### config.mk
export PLATFORM = sky130hd
export DESIGN_NAME = virtqueue_request_chain_builder
export DESIGN_NICKNAME = d
export VERILOG_FILES = /design/src/vqcb_pkg.sv /design/src/vqcb_ctrl.sv /design/src/vqcb_dpath.sv /design/src/virtqueue_request_chain_builder.sv
export VERILOG_INCLUDE_DIRS = /design/src /design/src/src
export SDC_FILE = /design/constraint.sdc
export NUM_CORES = 1
export LEC_CHECK = 0
export BUFFER_PORTS_ARGS = -buffer_cell sky130_fd_sc_hd__clkbuf_2
export CAP_MARGIN = 20
export CORE_MARGIN = 2
export CORE_UTILIZATION = 35
export CTS_CLUSTER_DIAMETER = 40
export DETAILED_ROUTE_END_ITERATION = 10
export HOLD_SLACK_MARGIN = 0.02
export PLACE_DENSITY = 0.52
export SYNTH_ARGS = -nofsm -noshare
export SYNTH_HDL_FRONTEND = slang
export SYNTH_SLANG_ARGS = --single-unit
### constraint.sdc
create_clock -name clk -period 14.34 [get_ports clk]
set_input_delay 2.868 -clock clk [delete_from_list [all_inputs] [get_ports clk]]
set_output_delay 2.868 -clock clk [all_outputs]
set_load 0.02 [all_outputs]
### src/assert_macros.svh
// Assertion macros shared by the chain builder RTL.
// Define ASSERT_OFF to compile the checks out; no other dependencies.
`ifndef ASSERT_MACROS_SVH
`define ASSERT_MACROS_SVH

`ifndef ASSERT_OFF

// Property must hold at every rising clock edge outside reset
`define VQ_ASSERT(label, clk, rst_n, prop) \
  label: assert property (@(posedge clk) disable iff (!rst_n) (prop)) \
    else $error("vqcb assertion failed");

// Expression must never be true outside reset
`define VQ_ASSERT_NEVER(label, clk, rst_n, expr) \
  label: assert property (@(posedge clk) disable iff (!rst_n) !(expr)) \
    else $error("vqcb forbidden condition seen");

`else

`define VQ_ASSERT(label, clk, rst_n, prop)
`define VQ_ASSERT_NEVER(label, clk, rst_n, expr)

`endif

`endif

### src/vqcb_pkg.sv
// Shared types and constants of the virtqueue request chain builder.
// No dependencies; imported by every module of the block.
`timescale 1ns / 1ps
`default_nettype none

package vqcb_pkg;

  // Default descriptor count
  localparam int QUEUE_DEPTH_DEF = 8;

  // Port widths
  localparam int IN_DATA_W  = 128;
  localparam int OUT_DATA_W = 160;
  localparam int KIND_W     = 3;
  localparam int SLOT_W     = 3;
  localparam int ADDR_W     = 48;
  localparam int LEN_W      = 32;
  localparam int CNT_W      = 23;
  localparam int AVAIL_W    = 16;
  localparam int SIZE_W     = 7;
  localparam int CFG_IDX_W  = 2;
  localparam int CFG_DATA_W = 48;

  // Register reset values
  localparam logic [SIZE_W-1:0] HDR_SIZE_RST      = 7'd16;
  localparam logic [SIZE_W-1:0] STATUS_STRIDE_RST = 7'd24;

  // Descriptor flag bits
  localparam logic [1:0] F_NEXT = 2'b01;
  localparam logic [1:0] F_DEVW = 2'b10;

  // Result kinds
  localparam logic [KIND_W-1:0] KIND_DESC  = 3'd0;
  localparam logic [KIND_W-1:0] KIND_AVAIL = 3'd1;
  localparam logic [KIND_W-1:0] KIND_CLEAR = 3'd2;
  localparam logic [KIND_W-1:0] KIND_FAIL  = 3'd3;
  localparam logic [KIND_W-1:0] KIND_ERR   = 3'd4;

  // Configuration register indexes
  typedef enum logic [CFG_IDX_W-1:0] {
    CFG_HDR_BASE      = 2'd0,
    CFG_HDR_SIZE      = 2'd1,
    CFG_STATUS_BASE   = 2'd2,
    CFG_STATUS_STRIDE = 2'd3
  } cfg_reg_t;

  // Which result the datapath builds
  typedef enum logic [2:0] {
    RS_HDR   = 3'd0,
    RS_DATA  = 3'd1,
    RS_STAT  = 3'd2,
    RS_AVAIL = 3'd3,
    RS_FAIL  = 3'd4,
    RS_CLR   = 3'd5,
    RS_ERR   = 3'd6
  } res_sel_t;

  // Controller to datapath commands
  typedef struct packed {
    logic       load_in;
    logic       take;
    logic [1:0] pick_sel;
    logic       calc;
    logic       emit;
    res_sel_t   sel;
    logic       last;
    logic       advance;
  } vqcb_cmd_t;

  // Datapath to controller status
  typedef struct packed {
    logic found;
    logic cur_bad;
    logic link_more;
    logic out_free;
  } vqcb_stat_t;

endpackage

`default_nettype wire

### src/vqcb_ctrl.sv
// Controller FSM of the chain builder: sequences free search, result emission
// and the release walk. Depends on vqcb_pkg.
`timescale 1ns / 1ps
`default_nettype none

module vqcb_ctrl #(
  parameter int QUEUE_DEPTH = vqcb_pkg::QUEUE_DEPTH_DEF
) (
  input  wire logic                clk,
  input  wire logic                rst_n,
  input  wire logic                in_valid,
  input  wire logic                in_mode,
  output logic                     in_ready,
  input  wire vqcb_pkg::vqcb_stat_t stat,
  output vqcb_pkg::vqcb_cmd_t      cmd
);
  import vqcb_pkg::*;

  localparam int IDX_W = (QUEUE_DEPTH > 1) ? $clog2(QUEUE_DEPTH) : 1;

  typedef enum logic [7:0] {
    ST_IDLE = 8'b0000_0001,
    ST_FIND = 8'b0000_0010,
    ST_FAIL = 8'b0000_0100,
    ST_CALC = 8'b0000_1000,
    ST_EMIT = 8'b0001_0000,
    ST_RCHK = 8'b0010_0000,
    ST_RCLR = 8'b0100_0000,
    ST_RERR = 8'b1000_0000
  } state_t;

  state_t           state_r, state_nxt;
  logic [1:0]       cnt_r, cnt_nxt;
  logic [IDX_W-1:0] step_r, step_nxt;
  logic             walk_end;

  // Walk ends on a tail descriptor or after QUEUE_DEPTH clears
  assign walk_end = !stat.link_more || (step_r == IDX_W'(QUEUE_DEPTH - 1));

  // Next state and commands
  always_comb begin
    state_nxt = state_r;
    cnt_nxt   = cnt_r;
    step_nxt  = step_r;
    in_ready  = 1'b0;
    cmd       = '0;
    cmd.sel   = RS_FAIL;
    unique case (state_r)
      ST_IDLE: begin
        // no accept while reset is held
        in_ready = rst_n;
        if (in_valid && rst_n) begin
          cmd.load_in = 1'b1;
          cnt_nxt     = 2'd0;
          step_nxt    = '0;
          state_nxt   = in_mode ? ST_RCHK : ST_FIND;
        end
      end
      ST_FIND: begin
        if (stat.found) begin
          cmd.take     = 1'b1;
          cmd.pick_sel = cnt_r;
          if (cnt_r == 2'd2) begin
            state_nxt = ST_CALC;
          end else begin
            cnt_nxt = cnt_r + 2'd1;
          end
        end else begin
          state_nxt = ST_FAIL;
        end
      end
      ST_FAIL: begin
        if (stat.out_free) begin
          cmd.emit  = 1'b1;
          cmd.sel   = RS_FAIL;
          cmd.last  = 1'b1;
          state_nxt = ST_IDLE;
        end
      end
      ST_CALC: begin
        cmd.calc  = 1'b1;
        cnt_nxt   = 2'd0;
        state_nxt = ST_EMIT;
      end
      ST_EMIT: begin
        if (stat.out_free) begin
          cmd.emit = 1'b1;
          unique case (cnt_r)
            2'd0:    cmd.sel = RS_HDR;
            2'd1:    cmd.sel = RS_DATA;
            2'd2:    cmd.sel = RS_STAT;
            default: cmd.sel = RS_AVAIL;
          endcase
          if (cnt_r == 2'd3) begin
            cmd.last  = 1'b1;
            state_nxt = ST_IDLE;
          end else begin
            cnt_nxt = cnt_r + 2'd1;
          end
        end
      end
      ST_RCHK: begin
        state_nxt = stat.cur_bad ? ST_RERR : ST_RCLR;
      end
      ST_RCLR: begin
        if (stat.out_free) begin
          cmd.emit = 1'b1;
          cmd.sel  = RS_CLR;
          cmd.last = walk_end;
          if (walk_end) begin
            state_nxt = ST_IDLE;
          end else begin
            cmd.advance = 1'b1;
            step_nxt    = step_r + 1'b1;
            state_nxt   = ST_RCHK;
          end
        end
      end
      ST_RERR: begin
        if (stat.out_free) begin
          cmd.emit  = 1'b1;
          cmd.sel   = RS_ERR;
          cmd.last  = 1'b1;
          state_nxt = ST_IDLE;
        end
      end
      default: begin
        state_nxt = ST_IDLE;
      end
    endcase
  end

  // State and counters
  always_ff @(posedge clk) begin
    if (!rst_n) begin
      state_r <= ST_IDLE;
      cnt_r   <= 2'd0;
      step_r  <= '0;
    end else begin
      state_r <= state_nxt;
      cnt_r   <= cnt_nxt;
      step_r  <= step_nxt;
    end
  end

endmodule

`default_nettype wire

### src/vqcb_dpath.sv
// Datapath of the chain builder: config registers, free map, link memory,
// avail index, address arithmetic and the output register. Depends on vqcb_pkg.
`timescale 1ns / 1ps
`default_nettype none

module vqcb_dpath #(
  parameter int QUEUE_DEPTH = vqcb_pkg::QUEUE_DEPTH_DEF
) (
  input  wire logic                                clk,
  input  wire logic                                rst_n,
  input  wire logic                                cfg_we,
  input  wire logic [vqcb_pkg::CFG_IDX_W-1:0]      cfg_index,
  input  wire logic [vqcb_pkg::CFG_DATA_W-1:0]     cfg_wdata,
  input  wire logic [vqcb_pkg::IN_DATA_W-1:0]      in_tdata,
  input  wire vqcb_pkg::vqcb_cmd_t                 cmd,
  output vqcb_pkg::vqcb_stat_t                     stat,
  input  wire logic                                out_tready,
  output logic                                     out_tvalid,
  output logic [vqcb_pkg::OUT_DATA_W-1:0]          out_tdata,
  output logic [vqcb_pkg::KIND_W-1:0]              out_tuser,
  output logic                                     out_tlast
);
  import vqcb_pkg::*;

  localparam int IDX_W  = (QUEUE_DEPTH > 1) ? $clog2(QUEUE_DEPTH) : 1;
  localparam int CUR_W  = (IDX_W > SLOT_W) ? IDX_W : SLOT_W;
  localparam int PROD_W = IDX_W + SIZE_W;
  localparam int LINK_W = 2 + IDX_W;

  // Configuration registers
  logic [ADDR_W-1:0] hdr_base_r, stat_base_r;
  logic [SIZE_W-1:0] hdr_size_r, stat_stride_r;

  // Latched request
  logic              wr_r;
  logic [ADDR_W-1:0] sector_r, buf_r;
  logic [CNT_W-1:0]  count_r;
  logic [CUR_W-1:0]  cur_r;

  // Allocation state
  logic [QUEUE_DEPTH-1:0] free_r, taken_r;
  logic [IDX_W-1:0]       pick_r [0:2];
  logic [PROD_W-1:0]      hdr_off_r, stat_off_r;
  logic [AVAIL_W-1:0]     avail_r;
  logic [IDX_W-1:0]       ring_r;

  // Link memory: {flags, next}
  logic [LINK_W-1:0] link_mem [QUEUE_DEPTH];
  logic [LINK_W-1:0] link_rd_r;
  logic              link_we;
  logic [IDX_W-1:0]  link_wa;
  logic [LINK_W-1:0] link_wd;

  // Search and output build
  logic [QUEUE_DEPTH-1:0] cand;
  logic                   found;
  logic [IDX_W-1:0]       low_idx;
  logic                   cur_in_range;
  logic [AVAIL_W-1:0]     avail_inc;

  logic              out_valid_r;
  logic [KIND_W-1:0] kind_r, kind_c;
  logic [SLOT_W-1:0] slot_r, slot_c, next_r, next_c, rhead_r, rhead_c;
  logic [ADDR_W-1:0] addr_r, addr_c, rsec_r, rsec_c;
  logic [LEN_W-1:0]  len_r, len_c;
  logic [1:0]        flags_r, flags_c;
  logic [AVAIL_W-1:0] acount_r, acount_c;
  logic              rtype_r, rtype_c, last_r;

  // Descriptor index to 3-bit slot field
  function automatic logic [SLOT_W-1:0] to_slot(input logic [IDX_W-1:0] x);
    logic [CUR_W-1:0] w;
    w = CUR_W'(x);
    return w[SLOT_W-1:0];
  endfunction

  // Lowest free descriptor not yet taken
  assign cand = free_r & ~taken_r;
  always_comb begin
    found   = 1'b0;
    low_idx = '0;
    for (int i = QUEUE_DEPTH - 1; i >= 0; i--) begin
      if (cand[i]) begin
        found   = 1'b1;
        low_idx = IDX_W'(i);
      end
    end
  end

  assign cur_in_range = (CUR_W + 1)'(cur_r) < (CUR_W + 1)'(QUEUE_DEPTH);
  assign avail_inc    = avail_r + 1'b1;

  assign stat.found     = found;
  assign stat.cur_bad   = !cur_in_range || free_r[cur_r[IDX_W-1:0]];
  assign stat.link_more = link_rd_r[IDX_W];
  assign stat.out_free  = !out_valid_r || out_tready;

  // Config writes
  always_ff @(posedge clk) begin
    if (!rst_n) begin
      hdr_base_r    <= '0;
      hdr_size_r    <= HDR_SIZE_RST;
      stat_base_r   <= '0;
      stat_stride_r <= STATUS_STRIDE_RST;
    end else if (cfg_we) begin
      unique case (cfg_reg_t'(cfg_index))
        CFG_HDR_BASE:      hdr_base_r    <= cfg_wdata;
        CFG_HDR_SIZE:      hdr_size_r    <= cfg_wdata[SIZE_W-1:0];
        CFG_STATUS_BASE:   stat_base_r   <= cfg_wdata;
        CFG_STATUS_STRIDE: stat_stride_r <= cfg_wdata[SIZE_W-1:0];
        default: ;
      endcase
    end
  end

  // Request latch, picks, offsets, walk pointer
  always_ff @(posedge clk) begin
    if (cmd.load_in) begin
      wr_r     <= in_tdata[0];
      sector_r <= in_tdata[48:1];
      count_r  <= in_tdata[71:49];
      buf_r    <= in_tdata[119:72];
      cur_r    <= CUR_W'(in_tdata[122:120]);
    end else if (cmd.advance) begin
      cur_r <= CUR_W'(link_rd_r[IDX_W-1:0]);
    end
    if (cmd.take) begin
      pick_r[cmd.pick_sel] <= low_idx;
    end
    if (cmd.calc) begin
      hdr_off_r  <= PROD_W'(pick_r[0]) * PROD_W'(hdr_size_r);
      stat_off_r <= PROD_W'(pick_r[0]) * PROD_W'(stat_stride_r);
    end
  end

  // Link memory write per emitted descriptor
  always_comb begin
    link_we = 1'b0;
    link_wa = pick_r[0];
    link_wd = '0;
    if (cmd.emit) begin
      unique case (cmd.sel)
        RS_HDR: begin
          link_we = 1'b1;
          link_wa = pick_r[0];
          link_wd = {F_NEXT, pick_r[1]};
        end
        RS_DATA: begin
          link_we = 1'b1;
          link_wa = pick_r[1];
          link_wd = {F_NEXT | (wr_r ? 2'b00 : F_DEVW), pick_r[2]};
        end
        RS_STAT: begin
          link_we = 1'b1;
          link_wa = pick_r[2];
          link_wd = {F_DEVW, {IDX_W{1'b0}}};
        end
        default: ;
      endcase
    end
  end

  always_ff @(posedge clk) begin
    if (link_we) begin
      link_mem[link_wa] <= link_wd;
    end
    link_rd_r <= link_mem[cur_r[IDX_W-1:0]];
  end

  // Free map, taken mask, avail index and ring slot
  always_ff @(posedge clk) begin
    if (!rst_n) begin
      free_r  <= '1;
      taken_r <= '0;
      avail_r <= '0;
      ring_r  <= '0;
    end else begin
      if (cmd.load_in) begin
        taken_r <= '0;
      end else if (cmd.take) begin
        taken_r[low_idx] <= 1'b1;
      end
      if (link_we) begin
        free_r[link_wa] <= 1'b0;
      end
      if (cmd.emit && cmd.sel == RS_CLR) begin
        free_r[cur_r[IDX_W-1:0]] <= 1'b1;
      end
      if (cmd.emit && cmd.sel == RS_AVAIL) begin
        avail_r <= avail_inc;
        if (avail_inc == '0 || ring_r == IDX_W'(QUEUE_DEPTH - 1)) begin
          ring_r <= '0;
        end else begin
          ring_r <= ring_r + 1'b1;
        end
      end
    end
  end

  // Result fields
  always_comb begin
    kind_c   = KIND_FAIL;
    slot_c   = '0;
    addr_c   = '0;
    len_c    = '0;
    flags_c  = '0;
    next_c   = '0;
    rhead_c  = '0;
    acount_c = '0;
    rtype_c  = 1'b0;
    rsec_c   = '0;
    unique case (cmd.sel)
      RS_HDR: begin
        kind_c  = KIND_DESC;
        slot_c  = to_slot(pick_r[0]);
        addr_c  = hdr_base_r + ADDR_W'(hdr_off_r);
        len_c   = LEN_W'(hdr_size_r);
        flags_c = F_NEXT;
        next_c  = to_slot(pick_r[1]);
        rtype_c = wr_r;
        rsec_c  = sector_r;
      end
      RS_DATA: begin
        kind_c  = KIND_DESC;
        slot_c  = to_slot(pick_r[1]);
        addr_c  = buf_r;
        len_c   = {count_r, 9'b0};
        flags_c = F_NEXT | (wr_r ? 2'b00 : F_DEVW);
        next_c  = to_slot(pick_r[2]);
      end
      RS_STAT: begin
        kind_c  = KIND_DESC;
        slot_c  = to_slot(pick_r[2]);
        addr_c  = stat_base_r + ADDR_W'(stat_off_r);
        len_c   = LEN_W'(1);
        flags_c = F_DEVW;
      end
      RS_AVAIL: begin
        kind_c   = KIND_AVAIL;
        slot_c   = to_slot(ring_r);
        rhead_c  = to_slot(pick_r[0]);
        acount_c = avail_inc;
      end
      RS_CLR: begin
        kind_c = KIND_CLEAR;
        slot_c = cur_r[SLOT_W-1:0];
      end
      RS_ERR: begin
        kind_c = KIND_ERR;
        slot_c = cur_r[SLOT_W-1:0];
      end
      default: begin
        kind_c = KIND_FAIL;
      end
    endcase
  end

  // Output register
  always_ff @(posedge clk) begin
    if (!rst_n) begin
      out_valid_r <= 1'b0;
    end else if (cmd.emit) begin
      out_valid_r <= 1'b1;
    end else if (out_tready) begin
      out_valid_r <= 1'b0;
    end
    if (cmd.emit) begin
      kind_r   <= kind_c;
      slot_r   <= slot_c;
      addr_r   <= addr_c;
      len_r    <= len_c;
      flags_r  <= flags_c;
      next_r   <= next_c;
      rhead_r  <= rhead_c;
      acount_r <= acount_c;
      rtype_r  <= rtype_c;
      rsec_r   <= rsec_c;
      last_r   <= cmd.last;
    end
  end

  assign out_tvalid = out_valid_r;
  assign out_tuser  = kind_r;
  assign out_tlast  = last_r;
  assign out_tdata  = {4'b0, rsec_r, rtype_r, acount_r, rhead_r, next_r,
                       flags_r, len_r, addr_r, slot_r};

endmodule

`default_nettype wire

### src/virtqueue_request_chain_builder.sv
// Virtqueue request chain builder: usage notes.
// Input items (in_*) carry one command: tuser = 0 submits a block request,
// tuser = 1 releases the descriptor chain starting at head_index.
// A submit takes the three lowest free descriptors and yields four output
// items: header, data and status descriptor writes, then the avail ring
// write; with fewer than three free it yields one failure item. A release
// yields one clear item per descriptor walked, then an error item at a bad one.
// out_tlast marks the final output item caused by an input item.
// Sequence: a submit runs from accept to its last item through three
// searches of the free map, one offset multiply and four emit steps;
// a release checks, then clears, each descriptor in turn, paced by the
// registered read of the link memory. One input item is worked at a time;
// in_tready returns the cycle after the last output item is registered.
// The output register lets the next input be accepted while the last item
// still waits; a stalled receiver holds the block in its emit step.
// Reset (rst_n low, synchronous) marks all descriptors free, zeroes the
// avail index and restores the register defaults; no clearing pass.
// Config writes (cfg_we) take effect at once and belong in idle time.
`timescale 1ns / 1ps
`default_nettype none
`include "assert_macros.svh"

module virtqueue_request_chain_builder #(
  parameter int QUEUE_DEPTH = vqcb_pkg::QUEUE_DEPTH_DEF
) (
  input  wire logic                            clk,
  input  wire logic                            rst_n,
  // Configuration write port
  input  wire logic                            cfg_we,
  input  wire logic [vqcb_pkg::CFG_IDX_W-1:0]  cfg_index,
  input  wire logic [vqcb_pkg::CFG_DATA_W-1:0] cfg_wdata,
  // Input stream
  input  wire logic                            in_tvalid,
  output logic                                 in_tready,
  // tdata: is_write[0], sector[48:1], sector_count[71:49],
  //        buffer_addr[119:72], head_index[122:120], zero pad
  input  wire logic [vqcb_pkg::IN_DATA_W-1:0]  in_tdata,
  // tuser: mode
  input  wire logic                            in_tuser,
  // Result stream
  output logic                                 out_tvalid,
  input  wire logic                            out_tready,
  // tdata: slot[2:0], addr[50:3], length[82:51], flags[84:83],
  //        next_slot[87:85], ring_head[90:88], avail_count[106:91],
  //        req_type[107], req_sector[155:108], zero pad
  output logic [vqcb_pkg::OUT_DATA_W-1:0]      out_tdata,
  // tuser: kind
  output logic [vqcb_pkg::KIND_W-1:0]          out_tuser,
  output logic                                 out_tlast
);
  import vqcb_pkg::*;

  vqcb_cmd_t  cmd;
  vqcb_stat_t stat;
  logic       closing_kind;

  vqcb_ctrl #(
    .QUEUE_DEPTH(QUEUE_DEPTH)
  ) u_ctrl (
    .clk      (clk),
    .rst_n    (rst_n),
    .in_valid (in_tvalid),
    .in_mode  (in_tuser),
    .in_ready (in_tready),
    .stat     (stat),
    .cmd      (cmd)
  );

  vqcb_dpath #(
    .QUEUE_DEPTH(QUEUE_DEPTH)
  ) u_dpath (
    .clk        (clk),
    .rst_n      (rst_n),
    .cfg_we     (cfg_we),
    .cfg_index  (cfg_index),
    .cfg_wdata  (cfg_wdata),
    .in_tdata   (in_tdata),
    .cmd        (cmd),
    .stat       (stat),
    .out_tready (out_tready),
    .out_tvalid (out_tvalid),
    .out_tdata  (out_tdata),
    .out_tuser  (out_tuser),
    .out_tlast  (out_tlast)
  );

  // Kinds that are always the final item of their command
  assign closing_kind = (out_tuser == KIND_FAIL) || (out_tuser == KIND_ERR) ||
                        (out_tuser == KIND_AVAIL);

  // One command in flight: no accept right after an accept
  `VQ_ASSERT(a_one_at_a_time, clk, rst_n, (in_tvalid && in_tready) |=> !in_tready)
  // Failure, release error and avail write always close their item
  `VQ_ASSERT(a_single_last, clk, rst_n, (out_tvalid && closing_kind) |-> out_tlast)
  // No result kind beyond the defined set
  `VQ_ASSERT_NEVER(a_kind_range, clk, rst_n, out_tvalid && (out_tuser > KIND_ERR))
  // Descriptor writes never end a submit
  `VQ_ASSERT_NEVER(a_desc_not_last, clk, rst_n, out_tvalid && out_tuser == KIND_DESC && out_tlast)

endmodule

`default_nettype wire

== Word level (Yosys, flattened, before mapping) ==
Memory sizes are Yosys's and may differ from the RTL's. A register that Yosys moved wholly into a read port is not among the register bits.
Cells that the tools add are included.
Storage, ports and cells
  RAM bits: 49
  logic and storage cells: 199
  memories kept: 2
  output and inout port bits: 166
  bits of input ports: 184
  register bits: 462
Memories
  u_dpath.link_mem: depth 8, width 5, read ports 1, clocked after Yosys merged registers in 1, write ports 1, line vqcb_dpath.sv:48  | logic [LINK_W-1:0] link_mem [QUEUE_DEPTH];
  u_dpath.pick_r: depth 3, width 3, read ports 3, clocked after Yosys merged registers in 0, write ports 1, line vqcb_dpath.sv:42  | logic [IDX_W-1:0] pick_r [0:2];
Operators by class
  reductions and logical operators: 30
  magnitude comparators: 6
  add/sub/neg operators: 6
  equal/unequal tests: 31
  $mul: 2
  multiplexer cells: 85
  bitwise gates (word level): 7
Operators by type and width (number)
  48-bit one-hot mux with 3 select lines: 1
  48-bit by 10-bit adder with 48-bit output: 2
  32-bit one-hot mux with 3 select lines: 1
  8-bit two-way mux: 11
  8-bit one-hot mux with 7 select lines: 1
  3-bit two-way mux: 17
  1-bit two-way mux: 27
  3-bit by 7-bit multiplier with 10-bit output: 2
  5-bit two-way mux: 4
  5-bit one-hot mux with 4 select lines: 1
  6-bit two-way mux: 3
  3-bit one-hot mux with 2 select lines: 3
  16-bit by 1-bit adder with 16-bit output, second input constant: 1
  8-bit AND: 2
  16-bit zero test: 1
  8-bit NOT: 2
  8-bit bitwise OR: 2
  3-bit one-hot mux with 5 select lines: 1
  5-bit one-hot mux with 3 select lines: 1
  3-bit equality test, second input constant: 4
  3-bit by 4-bit less-than comparator with 1-bit output, second input constant: 3
  2-bit two-way mux: 6
  2-bit one-hot mux with 3 select lines: 2
  3-bit one-hot mux with 4 select lines: 1
  other kinds (34): 68

== Depth between registers and ports, before layout ==
Gate-level depths: netlist (run 1).
  depth in word-level cells: 18
  mapped depth: 14

== By module ==
From an unflattened synthesis (run 1), not the netlist that was laid out.
Unflattened totals
  cell total of the unflattened synthesis: 2023
  area, all modules: 23004.6 sq um
By module, submodules not included
  vqcb_dpath: area each 22089.9 sq um, times used 1, cells each 1905
  vqcb_ctrl: area each 914.6 sq um, times used 1, cells each 118

== Worst setup path before layout (run 1) ==
OpenSTA, ideal clock, no wires.
  path type: input to register
  start point: input rst_n
  end point: register u_dpath.cur_r[0], enable pin
  path slack: 5056 ps
  data arrival time: 8957 ps
  stages on the path: 4
  setup time: 327 ps
  required time: 14013 ps
  cells stage by stage: nand2_1 -> nor2_1 -> nor2_1 -> inv_1
RTL lines
  start: declaration: line virtqueue_request_chain_builder.sv:27  | input wire logic rst_n,
  end signal: assignment: line vqcb_dpath.sv:123  | cur_r <= CUR_W'(in_tdata[122:120]);
  end signal: assignment: line vqcb_dpath.sv:125  | cur_r <= CUR_W'(link_rd_r[IDX_W-1:0]);
  end: declaration: line vqcb_dpath.sv:38  | logic [CUR_W-1:0] cur_r;

== Worst setup path in the final report (run 1) ==
  start point: input rst_n
  end point: output in_tready
On the way
  cells in the longest elaborated chain, start to end: 1
RTL lines
  1-bit two-way mux: line vqcb_ctrl.sv:48  | unique case (state_r)
  end: declaration: line virtqueue_request_chain_builder.sv:34  | output logic in_tready,
Every way passes these cells.

==> impl_results.md, run 1 <==
* Status: finished clean
* CTS tree: built
* Critical path's slowest cell: inv_4
* Total CTS buffers at 81
* Number of DRC markers in iteration 0 at 1208
* Die area at 66700 µm²
* Crit Path Category: in2out
* Layout Cells excl Fill at between 3000 and 4000
* Synth async-reset ratio at 0%
* IO buf count at 338
* Slew headroom at approximately 29%
* CTS Buffer Depth at 3
* DIE WIDTH at 258 µm
* Total gr overflow at 0
* HP Class: reg2reg
* Setup TNS at 0 ps
* Hold-fix buffers at CTS at 0
* Seq/Total Area, Yosys at 59.8%
* Mapped Cells at 2013
* Slowest stage delay, CP at 750 ps
* Hold WS at roughly 440 ps
* GRT Resource Usage Total at 19.0%
* Initial Util at around a third
* Most frequent cells in the layout: 346 x nand2_1, 342 x edfxtp_1, 338 x clkbuf_2
* Mapped cell area at ~23000 µm²
* Vias post-DR at 16600
* Num ports at 350
* Worst-margin pin slew at 1060 ps
* Final Net Count at 2592
* Syn avg cell area at 11.2 µm²
* Post-DRT Antenna Nets at 0
* Reg area at 13500 µm²
* Cts repair resizes at 0
* DRC Markers at 0
* Clock Pin Slew Worst Setup and Hold Paths at 50 ps
* Setup violators final at 0
* Hold Fails Final Rpt at 0
* Combinational Power Share at 5.3%
* Clock Sinks at between 500 and 600
* DP Wirelength at 45200 µm
* H-tree depth at 3
* EDFF count, synth at 342
* CP endpoint kind: primary output
* Sw power at 902 µW
* Required @ worst endpoint at around 11000 ps
* First-pass GRT wire length at approximately 97000 µm
* CP most frequent cell: clkbuf_2
* Startpoint type of the worst setup path: primary input
* Row Count at 93
* Fmax at 139 MHz
* Initial antenna violation count at 10
* Power Internal at 2.96 mW
* Area of the multi-input gates at 8450 µm²
* Worst-path fanout max at 72
* Post-DR wirelength/cell at a little under 20 µm
* Core area at 64200 µm²
* Warnings, synthesis at 0
* Number of global-route vias before repair at 16400
* # Max-Cap Violations at 0
* VDD IR-drop max at slightly above 0.08 mV
* Post-CTS setup buffers at 0
* Sequential Power Share at 42.5%
* RD Place Congestion at 0.845
* Clk Latency, worst-skew pair at between 600 and 700 ps
* DR pass1 iterations at 8
* Seq cells post-synth at 505
* DR vias/cell at about 5.1
* Area grow syn2layout at 23.8%
* Fin Clk Skew at 25.0 ps
* Pleak at 10.7 nW
* Clock root buffer: clkbuf_16
* Die height at 258 µm
* Cells after DPL at 3119
* Pwr/cell area at 138 nW/µm²
* # fillers at 6161
* RSZ-0062 raised after global routing: false
* Synth cell types at 90
* Clock share of power at 52.2%
* Leading cell type in the layout, fill and taps excluded: nand2_1
* Crit path cell chain: clkbuf_2 > inv_4 > nor2_1 > clkbuf_2
* Maximum number of pins on one net before global-route repair at around 90
* Final Cycle Share at 50.1%
* Top FF cell, synth: edfxtp_1
* Crit path DAT at between 4000 and 5000 ps
* Switching share of power at 23.3%
* WL final at 64900 µm
* Fin. max-slew vios at 0
* Minimum clock period at 7180 ps
* Share of cells above drive strength 1 at 23.4%
[area by class of cell]
cell class / count / share of cell area [%]
Clock inverter: 54 / 2.08
Clock buffer: 97 / 8.12
Timing Repair Buffer: 357 / 6.67
Inverter: 64 / 0.875
Multi-Input combinational cell: 1339 / 30.1
Tap cell: 855 / 3.82
Antenna cell: 6 / 0.0535
Sequential cell: 505 / 48.3
[Yosys cell counts (9+ instances only)]
cell type  instances  area (µm²)
mux2i_1           15         150
a21o_1             9        67.6
nor2_1           133         499
nor2b_1           11        68.8
a22oi_1           10        75.1
xor2_1            33         289
and3_1            88         551
nand3_1           28         140
o221ai_1          28         245
nor4_1            10        62.6
o22ai_1           13        81.3
nor3_2            12         120
or3_1             15        93.8
a21oi_1          154         771
dfxtp_1          163        3260
nand2_1          346        1300
buf_2             14        70.1
nand2b_1          18         113
inv_1             63         236
and4_1             9        78.8
mux4_2            10         225
and2_1            25         156
ha_1              46         576
nand4_1           15        93.8
nor3_1            37         185
o21ai_0           45         225
xnor2_1           88         771
edfxtp_1         342       10300
fa_1              14         280
clkbuf_1          76         285
[per-stage QoR]
stage          cell area [µm²]  setup WS, ps  power (mW)  util (%)
3_3_place_gp             25100          7110        1.87      39.1
6_report                 28000          7160        3.86      43.7
4_1_cts                  28000          7100        3.91      43.6
5_1_grt                  28000          7030        3.99      43.7
3_5_place_dp             25200          7100        1.88      39.2
2_1_floorplan            22700          5060        1.80         -
[cells by family after synthesis]
kind of cell | count (synthesis) | share of synthesized area (%)
compound gates | 343 | 9.81
fa+ha+maj | 60 | 3.78
mux | 33 | 2.06
buf+inv | 174 | 3.20
simple gates | 776 | 16.7
xor+xnor | 121 | 4.68
other cells | 1 | 0.0166
flops | 505 | 59.8
[power by group through the flow]
stage | Combinational, mW | Clock (mW) | Sequential, mW
after CTS | 0.208 | 2.06 | 1.64
after global routing | 0.226 | 2.12 | 1.65
after detailed placement | 0.207 | 0 | 1.67
after floorplan | 0.128 | 0 | 1.67
final | 0.204 | 2.02 | 1.64
after global placement | 0.204 | 0 | 1.67
[routing by layer]
metal / part of all wire (%) / global-route usage, % / vias to the layer above / wire length (µm)
met3: 6.0 / 3.94 / 118 / 3870
li1: - / - / 7919 / -
met4: 3.5 / 8.90 / 4 / 2280
met1: 43 / 24.3 / 8073 / 28000
met2: 47 / 30.9 / 504 / 30700
met5: 0.046 / 0 / - / 30
[path summary, 6_finish.rpt]
check | from | to | slack [ps] | cells past startpoint
hold / removal | u_dpath.taken_r[2] | u_dpath.taken_r[2] | 440 | 2
setup reg to reg | u_ctrl.state_r[0] | u_dpath.rsec_r[41] | 10060 | 7
setup / recovery | rst_n | in_tready | 7160 | 4
hold reg to reg | u_dpath.taken_r[2] | u_dpath.taken_r[2] | 440 | 2
[flip-flops by register name, summed over array words and instances (netlist names), 4 cells and up]
signal and cells:
u_dpath.stat_stride_r 7, u_ctrl.state_r 8, u_dpath.free_r 8, u_dpath.hdr_off_r 10, u_dpath.hdr_size_r 7, u_dpath.pick_r 9, u_dpath.avail_r 16, u_dpath.buf_r 48
u_dpath.stat_base_r 48, u_dpath.rsec_r 48, u_dpath.addr_r 48, u_dpath.count_r 23, u_dpath.len_r 30, u_dpath.acount_r 16, u_dpath.hdr_base_r 48, u_dpath.sector_r 48
u_dpath.taken_r 8, u_dpath.link_mem 32, u_dpath.link_rd_r 4, u_dpath.stat_off_r 10
[worst max-delay path, delay by kind of cell]
family,cells,cell delay (ps)
buffers and inverters,3,1290
AND/OR/NAND/NOR,1,110
(Power assumes the default switching activity.)
==> run 2, diff against run 1 <==
--- a/config.mk
+++ b/config.mk
@@ -13,7 +13,7 @@
 export CTS_CLUSTER_DIAMETER = 40
 export DETAILED_ROUTE_END_ITERATION = 10
 export HOLD_SLACK_MARGIN = 0.02
-export PLACE_DENSITY = 0.52
+export PLACE_DENSITY = 0.54
 export SYNTH_ARGS = -nofsm -noshare
 export SYNTH_HDL_FRONTEND = slang
 export SYNTH_SLANG_ARGS = --single-unit
==> constraint.sdc (replaced) <==
create_clock -name clk -period 5.9 [get_ports clk]
set_input_delay 1.18 -clock clk [delete_from_list [all_inputs] [get_ports clk]]
set_output_delay 1.18 -clock clk [all_outputs]
set_load 0.02 [all_outputs]
==> impl_results.md, run 2 (synthesis results as in run 1) <==
* Core area at 64200 µm² (unchanged)
* Fin Clk Skew at 22.5 ps (was 25.0 ps)
* Initial Util at 35.3% (unchanged)
* CTS tree: built (unchanged)
* Total gr overflow at 0 (unchanged)
* Clock Pin Slew Worst Setup and Hold Paths at 60 ps (was 50 ps)
* Combinational Power Share at 5.5% (was 5.3%)
* Hold Fails Final Rpt at 0 (unchanged)
* Setup TNS at 0 ps (unchanged)
* GRT Resource Usage Total at 18.8% (was 19.0%)
* Die height at 258 µm (unchanged)
* HP Class: reg2reg (unchanged)
* Final Core Density at 43.4% (was 43.7%)
* Status: finished clean (unchanged)
* Worst-path fanout max at 47 (was 72)
* Share of cells above drive strength 1 at 23.3% (was 23.4%)
* Cts repair resizes at 0 (unchanged)
* R2r setup slk at 2180 ps (was 10060 ps)
* CP endpoint kind: register (was primary output)
* Final Net Count at 2588 (was 2592)
* IO buf count at 338 (unchanged)
* Fin. max-slew vios at 0 (unchanged)
* Total CTS buffers at 78 (was 81)
* WP depth at 8 (was 4)
* Fmax at approximately 270 MHz
* Required @ worst endpoint at 6260 ps (was 11470 ps)
* Power Internal at 6.94 mW (was 2.96 mW)
* RSZ-0062 raised after global routing: false (unchanged)
* Crit Path Category: reg2reg (was in2out)
* Clock Sinks at 505 (unchanged)
* Num ports at 350 (unchanged)
* Die area at 66700 µm² (unchanged)
* Maximum number of pins on one net before global-route repair at 121 (was 89)
* Worst Path Buf+Inv at 4 (was 3)
* Minimum clock period at around 3700 ps
* WL final at 64200 µm (was 64900 µm)
* CTS Buffer Depth at 3 (unchanged)
* DIE WIDTH at 258 µm (unchanged)
* Clock root buffer: clkbuf_16 (unchanged)
* Hold path depth at 2 (unchanged)
* # fillers at 6071 (was 6161)
* Leading cell type in the layout, fill and taps excluded: nand2_1 (unchanged)
* Family with the most delay on the worst path: buffers and inverters (unchanged)
* First-pass GRT wire length at 96400 µm (was 97000 µm)
* Setup violators final at 0 (unchanged)
* DR vias/cell at 5.08 (was 5.07)
* Post-DRT Antenna Nets at 0 (unchanged)
* # Max-Cap Violations at 0 (unchanged)
* Sequential Power Share at 43.6% (was 42.5%)
* Final Cycle Share at between 60% and 70%
* DR pass1 iterations at 5 (was 8)
* Sw power at 2.21 mW (was 902 µW)
* Row Count at 93 (unchanged)
* Most frequent cells in the layout: 346 x nand2_1, 342 x edfxtp_1, 338 x clkbuf_2 (unchanged)
* Number of DRC markers in iteration 0 at 1258 (was 1208)
* DRC Markers at 0 (unchanged)
* H-tree depth at 3 (unchanged)
* Clock share of power at 50.9% (was 52.2%)
* DP Wirelength at 45000 µm (was 45200 µm)
* Hold-fix buffers at CTS at 0 (unchanged)
* Pwr/cell area at 328 nW/µm² (was 138 nW/µm²)
* Worst-margin pin slew at 1080 ps (was 1060 ps)
* Vias post-DR at 16600 (about the same)
* Area grow syn2layout at 23.1% (was 23.8%)
* Crit path DAT at 4080 ps (was 4310 ps)
* Post-CTS setup buffers at 0 (unchanged)
* Switching share of power at 24.2% (was 23.3%)
* Startpoint type of the worst setup path: register (was primary input)
* Pleak at 10.6 nW (was 10.7 nW)
* Slowest stage delay, CP at 880 ps (was 750 ps)
* Initial antenna violation count at 4 (was 10)
* Number of global-route vias before repair at 16200 (was 16400)
* Slew headroom at 28.2% (was 29.2%)
* Worst reg-to-reg path cell count at 8 (was 7)
* Crit path cell chain: inv_1 > ha_1 > a311oi_4 > buf_4 > buf_4 > nor2_2 > buf_4 > a221o_1 (was clkbuf_2 > inv_4 > nor2_1 > clkbuf_2)
* RD Place Congestion at 0.847 (was 0.845)
* VDD IR-drop max at 0.194 mV (was 0.0806 mV)
* CP most frequent cell: buf_4 (was clkbuf_2)
* Clk Latency, worst-skew pair at 610 ps (about the same)
* Critical path's slowest cell: a311oi_4 (was inv_4)
* Post-DR wirelength/cell at 19.7 µm (was 19.8 µm)
run 2: cell types whose count changed in the layout (fill, tap and decap cells not counted), moves of 3 or more:
cell / previous run / this run
buf_4: 14 / 11
clkbuf_16: 89 / 78
clkbuf_8: 2 / 7
clkinv_2: 9 / 6
clkinv_4: 5 / 9
diode_2: 6 / 3
inv_6: 12 / 16
run 2: metrics by stage:
step | std cells | hold slack [ps] | worst slack (ps) | power, mW | cell area [µm²]
3_3_place_gp | 3114 | 434 | 2060 | 4.56 | 25100
4_1_cts | 3260 | 452 | 2110 | 9.26 | 27800
6_report | 3267 | 449 | 2180 | 9.15 | 27900
3_5_place_dp | 3115 | 445 | 2070 | 4.57 | 25100
2_1_floorplan | 2018 | 420 | 88.9 | 4.36 | 22700
5_1_grt | 3267 | 477 | 1980 | 9.46 | 27900
run 2: routing by layer:
metal  part of all wire, %  GRT usage (%)  wire length [µm]  vias up
met1                    43           24.3             27700     8127
met2                    48           31.5             30900      473
met5                 0.025              0                16        -
li1                      -              -                 -     7909
met4                   2.5           6.73              1610        2
met3                   6.2           3.72              3980       98
run 2: final timing paths:
path                      startpoint            endpoint
setup reg to reg     u_ctrl.cnt_r[1]  u_dpath.addr_r[31]
hold / removal    u_dpath.taken_r[2]  u_dpath.taken_r[2]
setup / recovery     u_ctrl.cnt_r[1]  u_dpath.addr_r[31]
hold reg to reg   u_dpath.taken_r[2]  u_dpath.taken_r[2]
run 2: layout make-up:
| cell class | count | area [µm²] | area share [%] |
|---|---|---|---|
| Antenna cell | 3 | 7.51 | 0.0269 |
| Clock buffer | 90 | 2070 | 7.42 |
| Clock inverter | 55 | 606 | 2.17 |
| Inverter | 64 | 245 | 0.880 |
| Multi-Input combinational cell | 1339 | 8450 | 30.3 |
| Sequential cell | 505 | 13500 | 48.6 |
| Tap cell | 855 | 1070 | 3.84 |
| Timing Repair Buffer | 356 | 1890 | 6.78 |
run 2: power groups by stage:
stage | registers [mW] | clock network (mW) | logic [mW]
floorplan | 4.05 | 0 | 0.311
CTS | 3.99 | 4.75 | 0.510
finish | 3.99 | 4.65 | 0.502
global placement | 4.06 | 0 | 0.500
detailed placement | 4.06 | 0 | 0.507
global route | 4.00 | 4.90 | 0.553
run 2: worst min-delay path, delay by kind of cell, from the launching register on:
| family | cells | cell delay (ps) |
|---|---|---|
| flip-flops | 1 | 310 |
| buffers and inverters | 1 | 50 |
| AO/OA/AOI/OAI | 1 | 50 |
==> run 3, diff against run 2 <==
--- a/config.mk
+++ b/config.mk
@@ -13,7 +13,7 @@
 export CTS_CLUSTER_DIAMETER = 40
 export DETAILED_ROUTE_END_ITERATION = 10
 export HOLD_SLACK_MARGIN = 0.02
-export PLACE_DENSITY = 0.54
+export PLACE_DENSITY = 0.52
 export SYNTH_ARGS = -nofsm -noshare
 export SYNTH_HDL_FRONTEND = slang
 export SYNTH_SLANG_ARGS = --single-unit
==> constraint.sdc (replaced) <==
create_clock -name clk -period 3.6 [get_ports clk]
set_input_delay 0.72 -clock clk [delete_from_list [all_inputs] [get_ports clk]]
set_output_delay 0.72 -clock clk [all_outputs]
set_load 0.02 [all_outputs]
==> impl_results.md, run 3 (synthesis results as in run 1) <==
* Status: finished clean (unchanged)
* CTS tree: built (unchanged)
* Num ports at 350 (unchanged)
* Met1 Use GR at 24.4% (was 24.3%)
* Die height at 258 µm (unchanged)
* Switching share of power at 24.5% (was 24.2%)
* Hold WS at 280 ps (was 449 ps)
* Hold-fix buffers at CTS at 0 (unchanged)
* Hold Fails Final Rpt at 0 (unchanged)
* Power Internal at 11.4 mW (was 6.94 mW)
* RD Place Congestion at 0.845 (was 0.847)
* Post-CTS setup buffers at 0 (unchanged)
* Combinational Power Share at 5.7% (was 5.5%)
* Most frequent cells in the layout: 345 x nand2_1, 342 x edfxtp_1, 338 x clkbuf_2 (was 346 x nand2_1, 342 x edfxtp_1, 338 x clkbuf_2)
* Number of global-route vias before repair at 16300 (was 16200)
* Number of DRC markers in iteration 0 at 1236 (was 1258)
* DR vias/cell at 5.05 (was 5.08)
* Startpoint type of the worst setup path: register (unchanged)
* H-tree depth at 3 (unchanged)
* GR Util met3 at 3.55% (was 3.72%)
* Crit Path Category: reg2reg (unchanged)
* Clock Pin Slew Worst Setup and Hold Paths at 60 ps (about the same)
* WL final at 64600 µm (was 64200 µm)
* Cell Area, Placed at 25500 µm² (was 25100 µm²)
* CP endpoint kind: register (unchanged)
* Share of cells above drive strength 1 at 24.4% (was 23.3%)
* Clock share of power at 51.2% (was 50.9%)
* Setup violators final at 0 (unchanged)
* Clk Latency, worst-skew pair at 610 ps (about the same)
* # fillers at 6132 (was 6071)
* Minimum clock period at 3110 ps (was 3720 ps)
* Hold endpoint: u_dpath.sector_r[30] (was u_dpath.taken_r[2])
* Worst-margin pin slew at 1080 ps (about the same)
* CTS Buffer Depth at 3 (unchanged)
* Cts repair resizes at 0 (unchanged)
* Worst reg-to-reg path cell count at 11 (was 8)
* DR pass1 iterations at 5 (unchanged)
* Post-DR wirelength/cell at 19.5 µm (was 19.7 µm)
* # Max-Cap Violations at 0 (unchanged)
* Total gr overflow at 0 (unchanged)
* Slew headroom at 28.0% (was 28.2%)
* Total CTS buffers at 85 (was 78)
* Worst Hold Launch: in_tdata[31] (was u_dpath.taken_r[2])
* HP Class: in2reg (was reg2reg)
* Crit path DAT at 3460 ps (was 4080 ps)
* Fin. max-slew vios at 0 (unchanged)
* Sequential Power Share at 43.1% (was 43.6%)
* Initial antenna violation count at 3 (was 4)
* Die area at 66700 µm² (unchanged)
* Final Cycle Share at 86.5% (was 63.1%)
* Pleak at 10.8 nW (was 10.6 nW)
* Tot Pwr at 15.2 mW (was 9.15 mW)
* Final Net Count at 2622 (was 2588)
* Setup TNS at 0 ps (unchanged)
* Initial Util at 35.3% (unchanged)
* Clock root buffer: clkbuf_16 (unchanged)
* Fmax at 321 MHz (was 268 MHz)
* DRC Markers at 0 (unchanged)
* GRT Resource Usage Total at 18.9% (was 18.8%)
* DP Wirelength at 45700 µm (was 45000 µm)
* Required @ worst endpoint at 3950 ps (was 6260 ps)
* First-pass GRT wire length at 96500 µm (was 96400 µm)
* Worst-path fanout max at 19 (was 47)
* Hold path depth at 1 (was 2)
* Post-DRT Antenna Nets at 0 (unchanged)
* IO buf count at 338 (unchanged)
* Pwr/cell area at 537 nW/µm² (was 328 nW/µm²)
* RSZ-0062 raised after global routing: false (unchanged)
* VDD IR-drop max at 0.303 mV (was 0.194 mV)
* Maximum number of pins on one net before global-route repair at 137 (was 121)
* FF-to-FF End: u_dpath.addr_r[41] (was u_dpath.addr_r[31])
* Row Count at 93 (unchanged)
* Fin Clk Skew at 17.7 ps (was 22.5 ps)
* R2r setup slk at 490 ps (was 2180 ps)
* Leading cell type in the layout, fill and taps excluded: nand2_1 (unchanged)
* Reg-to-reg startpoint: u_ctrl.cnt_r[0] (was u_ctrl.cnt_r[1])
* Sw power at 3.72 mW (was 2.21 mW)
* GRT Max-Usage Layer: met2 (unchanged)
* Area grow syn2layout at 24.8% (was 23.1%)
* DIE WIDTH at 258 µm (unchanged)
* Fin area at 28300 µm² (was 27900 µm²)
* Clock Sinks at 505 (unchanged)
* Vias post-DR at 16700 (was 16600)
* Core area at 64200 µm² (unchanged)
* Grt met2 use at 31.4% (was 31.5%)
## run 3: cell types whose count changed in the layout (fill, tap and decap cells not counted), moves of 2 or more
cell        delta
clkbuf_1       +5
buf_12         +7
clkbuf_8       -6
clkbuf_16      +9
inv_16         -2
clkinvlp_4     -2
clkinv_4       +3
inv_6         +10
buf_4         +24
bufinv_16      -4
clkinv_1       +3
buf_8          -3
## run 3: worst max path at each step
| stage | from | end | slack, ps | depth (start not counted) |
|---|---|---|---|---|
| after detailed placement | out_tready | u_dpath.addr_r[41] | 460 | 9 |
| final | u_ctrl.cnt_r[0] | u_dpath.addr_r[41] | 490 | 11 |
| after floorplan | u_ctrl.state_r[3] | u_dpath.cur_r[0] | 30 | 5 |
| after CTS | u_ctrl.cnt_r[0] | u_dpath.addr_r[41] | 520 | 11 |
| after global placement | out_tready | u_dpath.addr_r[41] | 490 | 9 |
| after global routing | u_dpath.pick_r[0][2] | u_dpath.hdr_off_r[9] | 300 | 11 |
## run 3: power groups by stage
| stage | Sequential, mW | Clock [mW] | Combinational (mW) |
|---|---|---|---|
| detailed placement | 6.65 | 0 | 0.865 |
| global route | 6.55 | 8.20 | 0.940 |
| CTS | 6.54 | 7.95 | 0.870 |
| finish | 6.54 | 7.77 | 0.857 |
| global placement | 6.65 | 0 | 0.854 |
| floorplan | 6.62 | 0 | 0.512 |
## run 3: stage by stage
step	utilization (%)	worst slack [ps]	instances
after floorplan	-	32.5	2018
after global placement	39.6	485	3145
after detailed placement	39.6	456	3146
after CTS	44.0	522	3306
after global routing	44.0	305	3309
final	44.0	485	3309
## run 3: worst max-delay path, stage by stage (launching register included)
cell and delay [ps]:
dfxtp_1 440, inv_1 100, ha_1 230, nor2_1 230, o21a_1 290, buf_4 240
nor2_1 100, buf_4 200, nand2_2 380, buf_12 230, a21oi_1 80, a221o_1 310
## run 3: final cells by class
| class | instances | area [µm²] | share of cell area, % |
|---|---|---|---|
| clock inverters | 62 | 556 | 1.97 |
| repair buffers | 383 | 2150 | 7.63 |
| inverters | 64 | 245 | 0.868 |
| clock buffers | 98 | 2230 | 7.89 |
| flip-flops and latches | 505 | 13500 | 47.9 |
| well taps | 855 | 1070 | 3.79 |
| multi-input cells | 1339 | 8460 | 29.9 |
| diodes | 3 | 7.51 | 0.0266 |
## run 3: layer usage
layer,vias up,wire length [µm]
met3,117,3810
met5,-,0
met4,0,1890
met2,523,30900
met1,8069,28000
li1,7994,-
